--- config.mk ---
export PLATFORM = sky130hd
export DESIGN_NAME = rational_arithmetic_unit
export DESIGN_NICKNAME = d
export VERILOG_FILES = /design/src/rtl/rau_pkg.sv /design/src/rtl/rau_div.sv /design/src/rtl/rational_arithmetic_unit.sv
export SDC_FILE = /design/constraint.sdc
export NUM_CORES = 2
export LEC_CHECK = 0
export BUFFER_PORTS_ARGS = -buffer_cell sky130_fd_sc_hd__buf_2
export CAP_MARGIN = 20
export CORE_ASPECT_RATIO = 0.9
export CORE_MARGIN = 4
export CORE_UTILIZATION = 39
export CTS_BUF_LIST = sky130_fd_sc_hd__clkbuf_4
export CTS_CLUSTER_SIZE = 14
export DETAILED_ROUTE_END_ITERATION = 8
export PLACE_DENSITY_LB_ADDON = 0.15
export SYNTH_ARGS = -nofsm -noshare
export SYNTH_HDL_FRONTEND = slang
export SYNTH_SLANG_ARGS = --single-unit
--- constraint.sdc ---
create_clock -name clk -period 16.32 [get_ports clk]
set_input_delay 1.632 -clock clk [delete_from_list [all_inputs] [get_ports clk]]
set_output_delay 1.632 -clock clk [all_outputs]
set_load 0.01 [all_outputs]
--- src/rtl/rau_pkg.sv ---
`timescale 1ns / 1ps
package rau_pkg;

  typedef enum logic [2:0] {
    ST_IDLE,
    ST_MUL,
    ST_FIN,
    ST_GCD,
    ST_DIVN,
    ST_DIVD,
    ST_OUT
  } rau_state_t;

  localparam logic [3:0] CMD_ADD    = 4'd0;
  localparam logic [3:0] CMD_SUB    = 4'd1;
  localparam logic [3:0] CMD_MUL    = 4'd2;
  localparam logic [3:0] CMD_DIV    = 4'd3;
  localparam logic [3:0] CMD_LT     = 4'd4;
  localparam logic [3:0] CMD_LE     = 4'd5;
  localparam logic [3:0] CMD_GT     = 4'd6;
  localparam logic [3:0] CMD_GE     = 4'd7;
  localparam logic [3:0] CMD_REDUCE = 4'd8;

  localparam logic [1:0] STAT_OK      = 2'd0;
  localparam logic [1:0] STAT_DIVZERO = 2'd1;
  localparam logic [1:0] STAT_OVF     = 2'd2;

endpackage

--- src/rtl/rau_div.sv ---
`timescale 1ns / 1ps
// Restoring unsigned divider, one quotient bit per cycle.
module rau_div #(
  parameter int N = 33
) (
  input  logic         clk,
  input  logic         rst_n,
  input  logic         start,
  input  logic [N-1:0] dividend,
  input  logic [N-1:0] divisor,
  output logic         done,
  output logic [N-1:0] quotient
);

  localparam int CW = $clog2(N + 1);

  logic          busy_r, busy_nxt;
  logic          done_r, done_nxt;
  logic [CW-1:0] cnt_r, cnt_nxt;
  logic [N-1:0]  rem_r, rem_nxt;
  logic [N-1:0]  quo_r, quo_nxt;
  logic [N-1:0]  dvs_r, dvs_nxt;
  logic [N:0]    sh;
  logic          ge;

  always_comb begin
    sh       = {rem_r, quo_r[N-1]};
    ge       = (sh >= {1'b0, dvs_r});
    busy_nxt = busy_r;
    done_nxt = 1'b0;
    cnt_nxt  = cnt_r;
    rem_nxt  = rem_r;
    quo_nxt  = quo_r;
    dvs_nxt  = dvs_r;
    if (start) begin
      busy_nxt = 1'b1;
      cnt_nxt  = '0;
      rem_nxt  = '0;
      quo_nxt  = dividend;
      dvs_nxt  = divisor;
    end else if (busy_r) begin
      rem_nxt = ge ? N'(sh - {1'b0, dvs_r}) : sh[N-1:0];
      quo_nxt = {quo_r[N-2:0], ge};
      cnt_nxt = CW'(cnt_r + 1'b1);
      if (cnt_r == CW'(N - 1)) begin
        busy_nxt = 1'b0;
        done_nxt = 1'b1;
      end
    end
  end

  always_ff @(posedge clk) begin
    if (!rst_n) begin
      busy_r <= 1'b0;
      done_r <= 1'b0;
      cnt_r  <= '0;
    end else begin
      busy_r <= busy_nxt;
      done_r <= done_nxt;
      cnt_r  <= cnt_nxt;
    end
    rem_r <= rem_nxt;
    quo_r <= quo_nxt;
    dvs_r <= dvs_nxt;
  end

  assign done     = done_r;
  assign quotient = quo_r;

endmodule

--- src/rtl/rational_arithmetic_unit.sv ---
`timescale 1ns / 1ps
// Rational arithmetic unit: add, sub, mul, div, compare and reduce on signed
// fractions A = a_num/a_den and B = b_num/b_den, computed at WIDTH bits.
// Input channel (in_valid/in_ready) carries cmd and the four operand fields;
// result channel (out_valid/out_ready) returns one result per input request:
// res_num, res_den, cmp_true and status (ok, divide by zero, overflow).
// One request is in flight at a time; in_ready is high only when idle.
// Sequencing from accept to out_valid:
//   unused opcode or divide by zero: straight to the output state
//   add/sub/mul/div/compare: three passes through one shared
//     WIDTH x WIDTH multiplier, then a final add/compare state
//   reduce: a binary gcd loop of shift or subtract steps (one per cycle),
//     then two passes through a restoring divider of WIDTH+1 steps.
// Results sit in an output register until taken; a stalled receiver simply
// holds the block in its output state. Synchronous active-low reset returns
// the sequencer to idle with no result pending.
module rational_arithmetic_unit #(
  parameter int WIDTH = 32
) (
  input  logic        clk,
  input  logic        rst_n,
  input  logic        in_valid,
  output logic        in_ready,
  input  logic [3:0]  in_cmd,
  input  logic [31:0] in_a_num,
  input  logic [31:0] in_a_den,
  input  logic [31:0] in_b_num,
  input  logic [31:0] in_b_den,
  output logic        out_valid,
  input  logic        out_ready,
  output logic [31:0] out_res_num,
  output logic [31:0] out_res_den,
  output logic        out_cmp_true,
  output logic [1:0]  out_status
);
  import rau_pkg::*;

  localparam int W  = WIDTH;
  localparam int P  = 2 * W;
  localparam int KW = $clog2(W + 2);

  rau_state_t state_r, state_nxt;

  logic [3:0]          cmd_r, cmd_nxt;
  logic signed [W-1:0] an_r, an_nxt, ad_r, ad_nxt, bn_r, bn_nxt, bd_r, bd_nxt;
  logic [1:0]          step_r, step_nxt;
  logic signed [P-1:0] m0_r, m0_nxt, m1_r, m1_nxt, m2_r, m2_nxt;
  logic [W:0]          gx_r, gx_nxt, gy_r, gy_nxt, g_r, g_nxt, qn_r, qn_nxt;
  logic [KW-1:0]       k_r, k_nxt;
  logic [31:0]         num_r, num_nxt, den_r, den_nxt;
  logic                cmp_r, cmp_nxt;
  logic [1:0]          stat_r, stat_nxt;

  // multiplier operands
  logic signed [W-1:0] mx, my;
  logic signed [P-1:0] prod;

  // finish-stage arithmetic
  logic signed [P:0]   sum;
  logic                n_fit, d_fit;

  // reduce helpers
  logic signed [W:0]   anx, adx;
  logic [W:0]          mn, md;
  logic [W:0]          qd_neg, qn_neg;

  // divider hookup
  logic                div_start, div_done;
  logic [W:0]          div_dividend, div_quo;

  logic                acc;
  logic signed [W-1:0] in_an, in_ad, in_bn, in_bd;

  assign in_an = in_a_num[W-1:0];
  assign in_ad = in_a_den[W-1:0];
  assign in_bn = in_b_num[W-1:0];
  assign in_bd = in_b_den[W-1:0];
  assign acc   = in_valid && in_ready;

  // Shared multiplier: step 0 a_num x (b_num for mul, else b_den),
  // step 1 b_num x a_den, step 2 a_den x (b_num for div, else b_den).
  always_comb begin
    case (step_r)
      2'd0: begin
        mx = an_r;
        my = (cmd_r == CMD_MUL) ? bn_r : bd_r;
      end
      2'd1: begin
        mx = bn_r;
        my = ad_r;
      end
      default: begin
        mx = ad_r;
        my = (cmd_r == CMD_DIV) ? bn_r : bd_r;
      end
    endcase
  end
  assign prod = mx * my;

  always_comb begin
    case (cmd_r)
      CMD_ADD: sum = (P+1)'(m0_r) + (P+1)'(m1_r);
      CMD_SUB: sum = (P+1)'(m0_r) - (P+1)'(m1_r);
      default: sum = (P+1)'(m0_r);
    endcase
  end
  assign n_fit = (sum == (P+1)'($signed(sum[W-1:0])));
  assign d_fit = (m2_r == P'($signed(m2_r[W-1:0])));

  // magnitudes of A for reduce, WIDTH+1 bits so the most negative value fits
  assign anx    = (W+1)'(an_r);
  assign adx    = (W+1)'(ad_r);
  assign mn     = anx[W] ? (W+1)'(-anx) : anx;
  assign md     = adx[W] ? (W+1)'(-adx) : adx;
  assign qn_neg = (W+1)'(-qn_r);
  assign qd_neg = (W+1)'(-div_quo);

  always_comb begin
    state_nxt    = state_r;
    cmd_nxt      = cmd_r;
    an_nxt       = an_r;
    ad_nxt       = ad_r;
    bn_nxt       = bn_r;
    bd_nxt       = bd_r;
    step_nxt     = step_r;
    m0_nxt       = m0_r;
    m1_nxt       = m1_r;
    m2_nxt       = m2_r;
    gx_nxt       = gx_r;
    gy_nxt       = gy_r;
    g_nxt        = g_r;
    k_nxt        = k_r;
    qn_nxt       = qn_r;
    num_nxt      = num_r;
    den_nxt      = den_r;
    cmp_nxt      = cmp_r;
    stat_nxt     = stat_r;
    div_start    = 1'b0;
    div_dividend = mn;

    case (state_r)
      ST_IDLE: begin
        if (acc) begin
          cmd_nxt  = in_cmd;
          an_nxt   = in_an;
          ad_nxt   = in_ad;
          bn_nxt   = in_bn;
          bd_nxt   = in_bd;
          step_nxt = 2'd0;
          num_nxt  = '0;
          den_nxt  = '0;
          cmp_nxt  = 1'b0;
          stat_nxt = STAT_OK;
          if (in_cmd > CMD_REDUCE) begin
            state_nxt = ST_OUT;
          end else if (in_ad == '0 || (in_cmd != CMD_REDUCE && in_bd == '0) ||
                       (in_cmd == CMD_DIV && in_bn == '0)) begin
            stat_nxt  = STAT_DIVZERO;
            state_nxt = ST_OUT;
          end else if (in_cmd == CMD_REDUCE) begin
            state_nxt = ST_GCD;
            k_nxt     = '0;
            // loaded from the registered operands on the next cycle
          end else begin
            state_nxt = ST_MUL;
          end
        end
      end

      ST_MUL: begin
        case (step_r)
          2'd0:    m0_nxt = prod;
          2'd1:    m1_nxt = prod;
          default: m2_nxt = prod;
        endcase
        step_nxt = 2'(step_r + 1'b1);
        if (step_r == 2'd2) state_nxt = ST_FIN;
      end

      ST_FIN: begin
        if (cmd_r inside {[CMD_LT:CMD_GE]}) begin
          case (cmd_r)
            CMD_LT:  cmp_nxt = (m0_r <  m1_r);
            CMD_LE:  cmp_nxt = (m0_r <= m1_r);
            CMD_GT:  cmp_nxt = (m0_r >  m1_r);
            default: cmp_nxt = (m0_r >= m1_r);
          endcase
        end else begin
          num_nxt  = 32'($signed(sum[W-1:0]));
          den_nxt  = 32'($signed(m2_r[W-1:0]));
          stat_nxt = (n_fit && d_fit) ? STAT_OK : STAT_OVF;
        end
        state_nxt = ST_OUT;
      end

      ST_GCD: begin
        // gx/gy are loaded on the first cycle, flagged by step 0
        if (step_r == 2'd0) begin
          gx_nxt   = mn;
          gy_nxt   = md;
          step_nxt = 2'd1;
        end else if (gx_r == '0 || gx_r == gy_r) begin
          g_nxt     = (W+1)'(gy_r << k_r);
          div_start = 1'b1;
          state_nxt = ST_DIVN;
        end else if (!gx_r[0] && !gy_r[0]) begin
          gx_nxt = gx_r >> 1;
          gy_nxt = gy_r >> 1;
          k_nxt  = KW'(k_r + 1'b1);
        end else if (!gx_r[0]) begin
          gx_nxt = gx_r >> 1;
        end else if (!gy_r[0]) begin
          gy_nxt = gy_r >> 1;
        end else if (gx_r > gy_r) begin
          gx_nxt = gx_r - gy_r;
        end else begin
          gy_nxt = gy_r - gx_r;
        end
      end

      ST_DIVN: begin
        if (div_done) begin
          qn_nxt       = div_quo;
          div_start    = 1'b1;
          div_dividend = md;
          state_nxt    = ST_DIVD;
        end
      end

      ST_DIVD: begin
        if (div_done) begin
          num_nxt   = 32'($signed(an_r[W-1] ? qn_neg[W-1:0] : qn_r[W-1:0]));
          den_nxt   = 32'($signed(ad_r[W-1] ? qd_neg[W-1:0] : div_quo[W-1:0]));
          state_nxt = ST_OUT;
        end
      end

      ST_OUT: begin
        if (out_ready) state_nxt = ST_IDLE;
      end

      default: state_nxt = ST_IDLE;
    endcase
  end

  rau_div #(.N(W + 1)) u_div (
    .clk      (clk),
    .rst_n    (rst_n),
    .start    (div_start),
    .dividend (div_dividend),
    .divisor  (g_nxt),
    .done     (div_done),
    .quotient (div_quo)
  );

  always_ff @(posedge clk) begin
    if (!rst_n) begin
      state_r <= ST_IDLE;
      step_r  <= 2'd0;
    end else begin
      state_r <= state_nxt;
      step_r  <= step_nxt;
    end
    cmd_r  <= cmd_nxt;
    an_r   <= an_nxt;
    ad_r   <= ad_nxt;
    bn_r   <= bn_nxt;
    bd_r   <= bd_nxt;
    m0_r   <= m0_nxt;
    m1_r   <= m1_nxt;
    m2_r   <= m2_nxt;
    gx_r   <= gx_nxt;
    gy_r   <= gy_nxt;
    g_r    <= g_nxt;
    k_r    <= k_nxt;
    qn_r   <= qn_nxt;
    num_r  <= num_nxt;
    den_r  <= den_nxt;
    cmp_r  <= cmp_nxt;
    stat_r <= stat_nxt;
  end

  assign in_ready     = (state_r == ST_IDLE);
  assign out_valid    = (state_r == ST_OUT);
  assign out_res_num  = num_r;
  assign out_res_den  = den_r;
  assign out_cmp_true = cmp_r;
  assign out_status   = stat_r;

endmodule

==> run_results.csv <==
group,metric,value,unit
clock_tree,cts_resized,0,
clock_tree,post_cts_buffers,0,
status,status,"finished, final reports clean",
floorplan,rows,154,
setup_path,worstPathArrival,12940,ps
flow_run,drv_cap,0,
synthesis,avgSynthCellArea,9.31,sq um
setup_path,worst-setup-path-type,"register to register",
finish,synthToLayoutAreaGrowth,8.40,%
synthesis,synth_edf_count,561,
synthesis,ys_ff_latch,640,
finish,fill_cells,19500,
setup_path,crit_buf_inv,8,
timing,relSlewSlack,21.2,%
global_routing,grt_pass1_vias,64000,
setup_path,cp_slowest_cell,"and3_2",
setup_path,path_max_fanout,46,
synthesis,ys.flop_type,"edfxtp_1",
setup_path,r2r_start,"cmd_r[0]$_DFFE_PP_",
finish,layout-drive-gt1-share,9.71,%
clock_tree,cts_buffer_depth,3,
global_routing,grt_util_all_layers,28.5,%
synthesis,post_synth_mux_area_share,1.95,%
clock_tree,clk_latency,1220,ps
route,dr_total_vias,63900,
synthesis,synth-compound-area-share,13.4,%
timing,fin_crit_sh,73.9,%
hold_path,holdPathEnd,"g_r[5]$_DFF_P_",
route,drt_iter0_drc,7347,
finish,finalNetCount,10000,
hold_path,hold_depth,2,
setup_path,cp.required,17200,ps
setup_path,critPathTopFamily,"adder cells",
hold_path,min_path_type,"register to register",
synthesis,synth_async_sr_flop_share,0,%
floorplan,die_w,478,microns
setup_path,rr_worst_depth,32,
clock_tree,clock-sinks,640,
timing,worstMarginPinSlew,1170,ps
synthesis,synth_xor_area_share,3.86,%
timing,min_period,12060,ps
placement,dp_hpwl,231,mm
floorplan,die_area,206000,sq um
setup_path,cpPeakStageDelay,1030,ps
floorplan,io_pins,205,
timing,setup_viol,0,
floorplan,start_util,39.4,%
floorplan,die_h,431,microns
synthesis,synthCells,8314,
timing,timing.fmax,0.0830,GHz
route,wl,298,mm
route,first_pass_iters,6,
timing,tns,0,ps
synthesis,syn-cell-area,77400,sq um
clock_tree,clk_pin_slew_worst_paths,60,ps
route,drtAntennaViolNets,0,
floorplan,core-area,197000,sq um
synthesis,yosysSeqAreaShare,23.8,%
global_routing,antenna_found_initial,10,
clock_tree,cts_tree,"done",
global_routing,grt_first_pass_wirelength,434,mm
synthesis,synth_top_family_by_area,"adder cells",
global_routing,grt_max_degree,80,
clock_tree,htreeDepth,4,
synthesis,synth.distinct_cells,97,
timing,finClkSkew,96.8,ps
placement,place.port_buffers,204,
setup_path,critPathCaptureType,"register",
setup_path,worst_path_most_repeated_cell,"fa_1",
timing,rsz0062_at_grt,"false",
clock_tree,cts_buffers,179,
setup_path,rrSetupSlack,4260,ps
setup_path,r2r-end,"m2_r[63]$_DFFE_PP_",
route,drc,0,
clock_tree,cts-root-buf,"clkbuf_4",
route,wl_per_cell,26.8,microns
synthesis,yosysWarnings,0,
route,via_per_inst,5.76,
synthesis,synth_fa_ha_area_share,34.9,%
clock_tree,postCtsHoldBufs,0,
synthesis,yosys.area_share.simple,13.7,%
hold_path,hold_start,"g_r[5]$_DFF_P_",
timing,drv_slew,0,
global_routing,grt-ovfl-total,0,
timing,hold_violations,0,
synthesis,synth_fp_nets,9958,
placement,gp_congestion,0.936,
setup_path,cp-start-kind,"register",
-- worst max path at each step --
| stage | endpoint | cells past startpoint | from |
|---|---|---|---|
| finish | m2_r[63]$_DFFE_PP_ | 32 | cmd_r[0]$_DFFE_PP_ |
| CTS | m2_r[63]$_DFFE_PP_ | 34 | cmd_r[0]$_DFFE_PP_ |
| global route | m2_r[63]$_DFFE_PP_ | 34 | cmd_r[0]$_DFFE_PP_ |
| global placement | m0_r[63]$_DFFE_PP_ | 34 | cmd_r[0]$_DFFE_PP_ |
| detailed placement | m2_r[63]$_DFFE_PP_ | 34 | cmd_r[0]$_DFFE_PP_ |
| floorplan | out_cmp_true$_SDFFCE_PN0P_ | 3 | in_valid |
-- per-layer routing --
metal	routed length (microns)	GRT usage (%)	vias up
met5	30	0	-
met4	9770	8.57	6
li1	-	-	27800
met1	131000	41.1	32400
met3	32200	7.66	483
met2	125000	41.9	3241
-- per-stage QoR --
| step | worst slack, ps | std cells | hold WS [ps] | utilization [%] | area, sq um |
|---|---|---|---|---|---|
| 2_1_floorplan | 4530 | 8314 | 413 | - | 77400 |
| 3_3_place_gp | 4500 | 10800 | 437 | 41.4 | 81400 |
| 3_5_place_dp | 4360 | 10800 | 443 | 41.4 | 81400 |
| 4_1_cts | 4400 | 11100 | 461 | 42.6 | 83800 |
| 5_1_grt | 3660 | 11100 | 485 | 42.7 | 83900 |
| 6_report | 4260 | 11100 | 453 | 42.7 | 83900 |
-- flip-flops by register name, indices dropped and copies added, names as in the netlist, 4 cells and up --
| name | count |
|---|---|
| m0_r | 64 |
| m1_r | 64 |
| m2_r | 64 |
| g_r | 33 |
| gx_r | 33 |
| gy_r | 33 |
| u_div.dvs_r | 33 |
| u_div.quotient | 33 |
| u_div.rem_r | 33 |
| ad_r | 32 |
| an_r | 32 |
| bd_r | 32 |
| bn_r | 32 |
| out_res_den | 32 |
| out_res_num | 32 |
| qn_r | 32 |
| k_r | 6 |
| u_div.cnt_r | 6 |
| cmd_r | 4 |
-- cells in the mapped netlist, drive strengths merged, types with 68 or more instances --
library cell | count | share of area [%]
fa | 1087 | 28
nand4 | 68 | 0.55
nor2 | 833 | 4.0
nor3 | 98 | 0.63
o221ai | 77 | 0.87
ha | 421 | 6.8
o21ai | 320 | 2.1
o31ai | 82 | 0.80
nor4 | 82 | 0.70
xor2 | 169 | 1.9
inv | 1267 | 6.1
dfxtp | 79 | 2.0
nand2 | 934 | 4.5
a21o | 115 | 1.1
edfxtp | 561 | 22
nand3 | 81 | 0.52
a21oi | 443 | 2.9
xnor2 | 172 | 1.9
clkbuf | 379 | 1.8
-- kinds of logic after synthesis --
kind of cell,count (synthesis)
AND/OR/NAND/NOR,2411
buffers and inverters,1720
AO/OA/AOI/OAI,1572
adder cells (fa/ha/maj),1508
flip-flops,640
XOR/XNOR,341
multiplexers,122
-- tightest hold or removal path: stages (launching register included) --
cell,delay (ps)
dfxtp_1,310
nand2_1,40
o31ai_1,70
-- final cells by class --
class	count	area [sq um]	share of cell area, %
inverters	1274	4780	5.70
diodes	8	20.0	0.0239
well taps	2574	3220	3.84
multi-input cells	5954	53000	63.1
flip-flops and latches	640	18400	22.0
clock buffers	256	1920	2.29
clock inverters	59	450	0.537
repair buffers	340	2110	2.51
-- layout by cell type (no fill, tap or decap), drive strengths merged, types with 25 or more instances in the layout --
master     n
a211oi    35
nor2b     53
fa      1087
inv     1274
xor2     169
a31oi     46
or4       31
clkbuf   256
o22ai     47
xnor2    172
a22o      41
buf      339
dfxtp     79
a21oi    443
nand2    934
nand3     81
and2      38
nand2b    57
a221oi    43
nor4      82
a21o     115
mux2i     65
o221ai    77
edfxtp   561
a221o     28
o21ai    320
o21a      25
mux2      38
nor2     833
and3      25
or2       43
o21bai    62
o31ai     82
nand4     68
o41ai     25
nor3      98
ha       421
o211ai    32
clkinv    53
or3       30
Power is not shown: default switching activity piles up to over one toggle a cycle in this logic, so the estimate is an artifact.
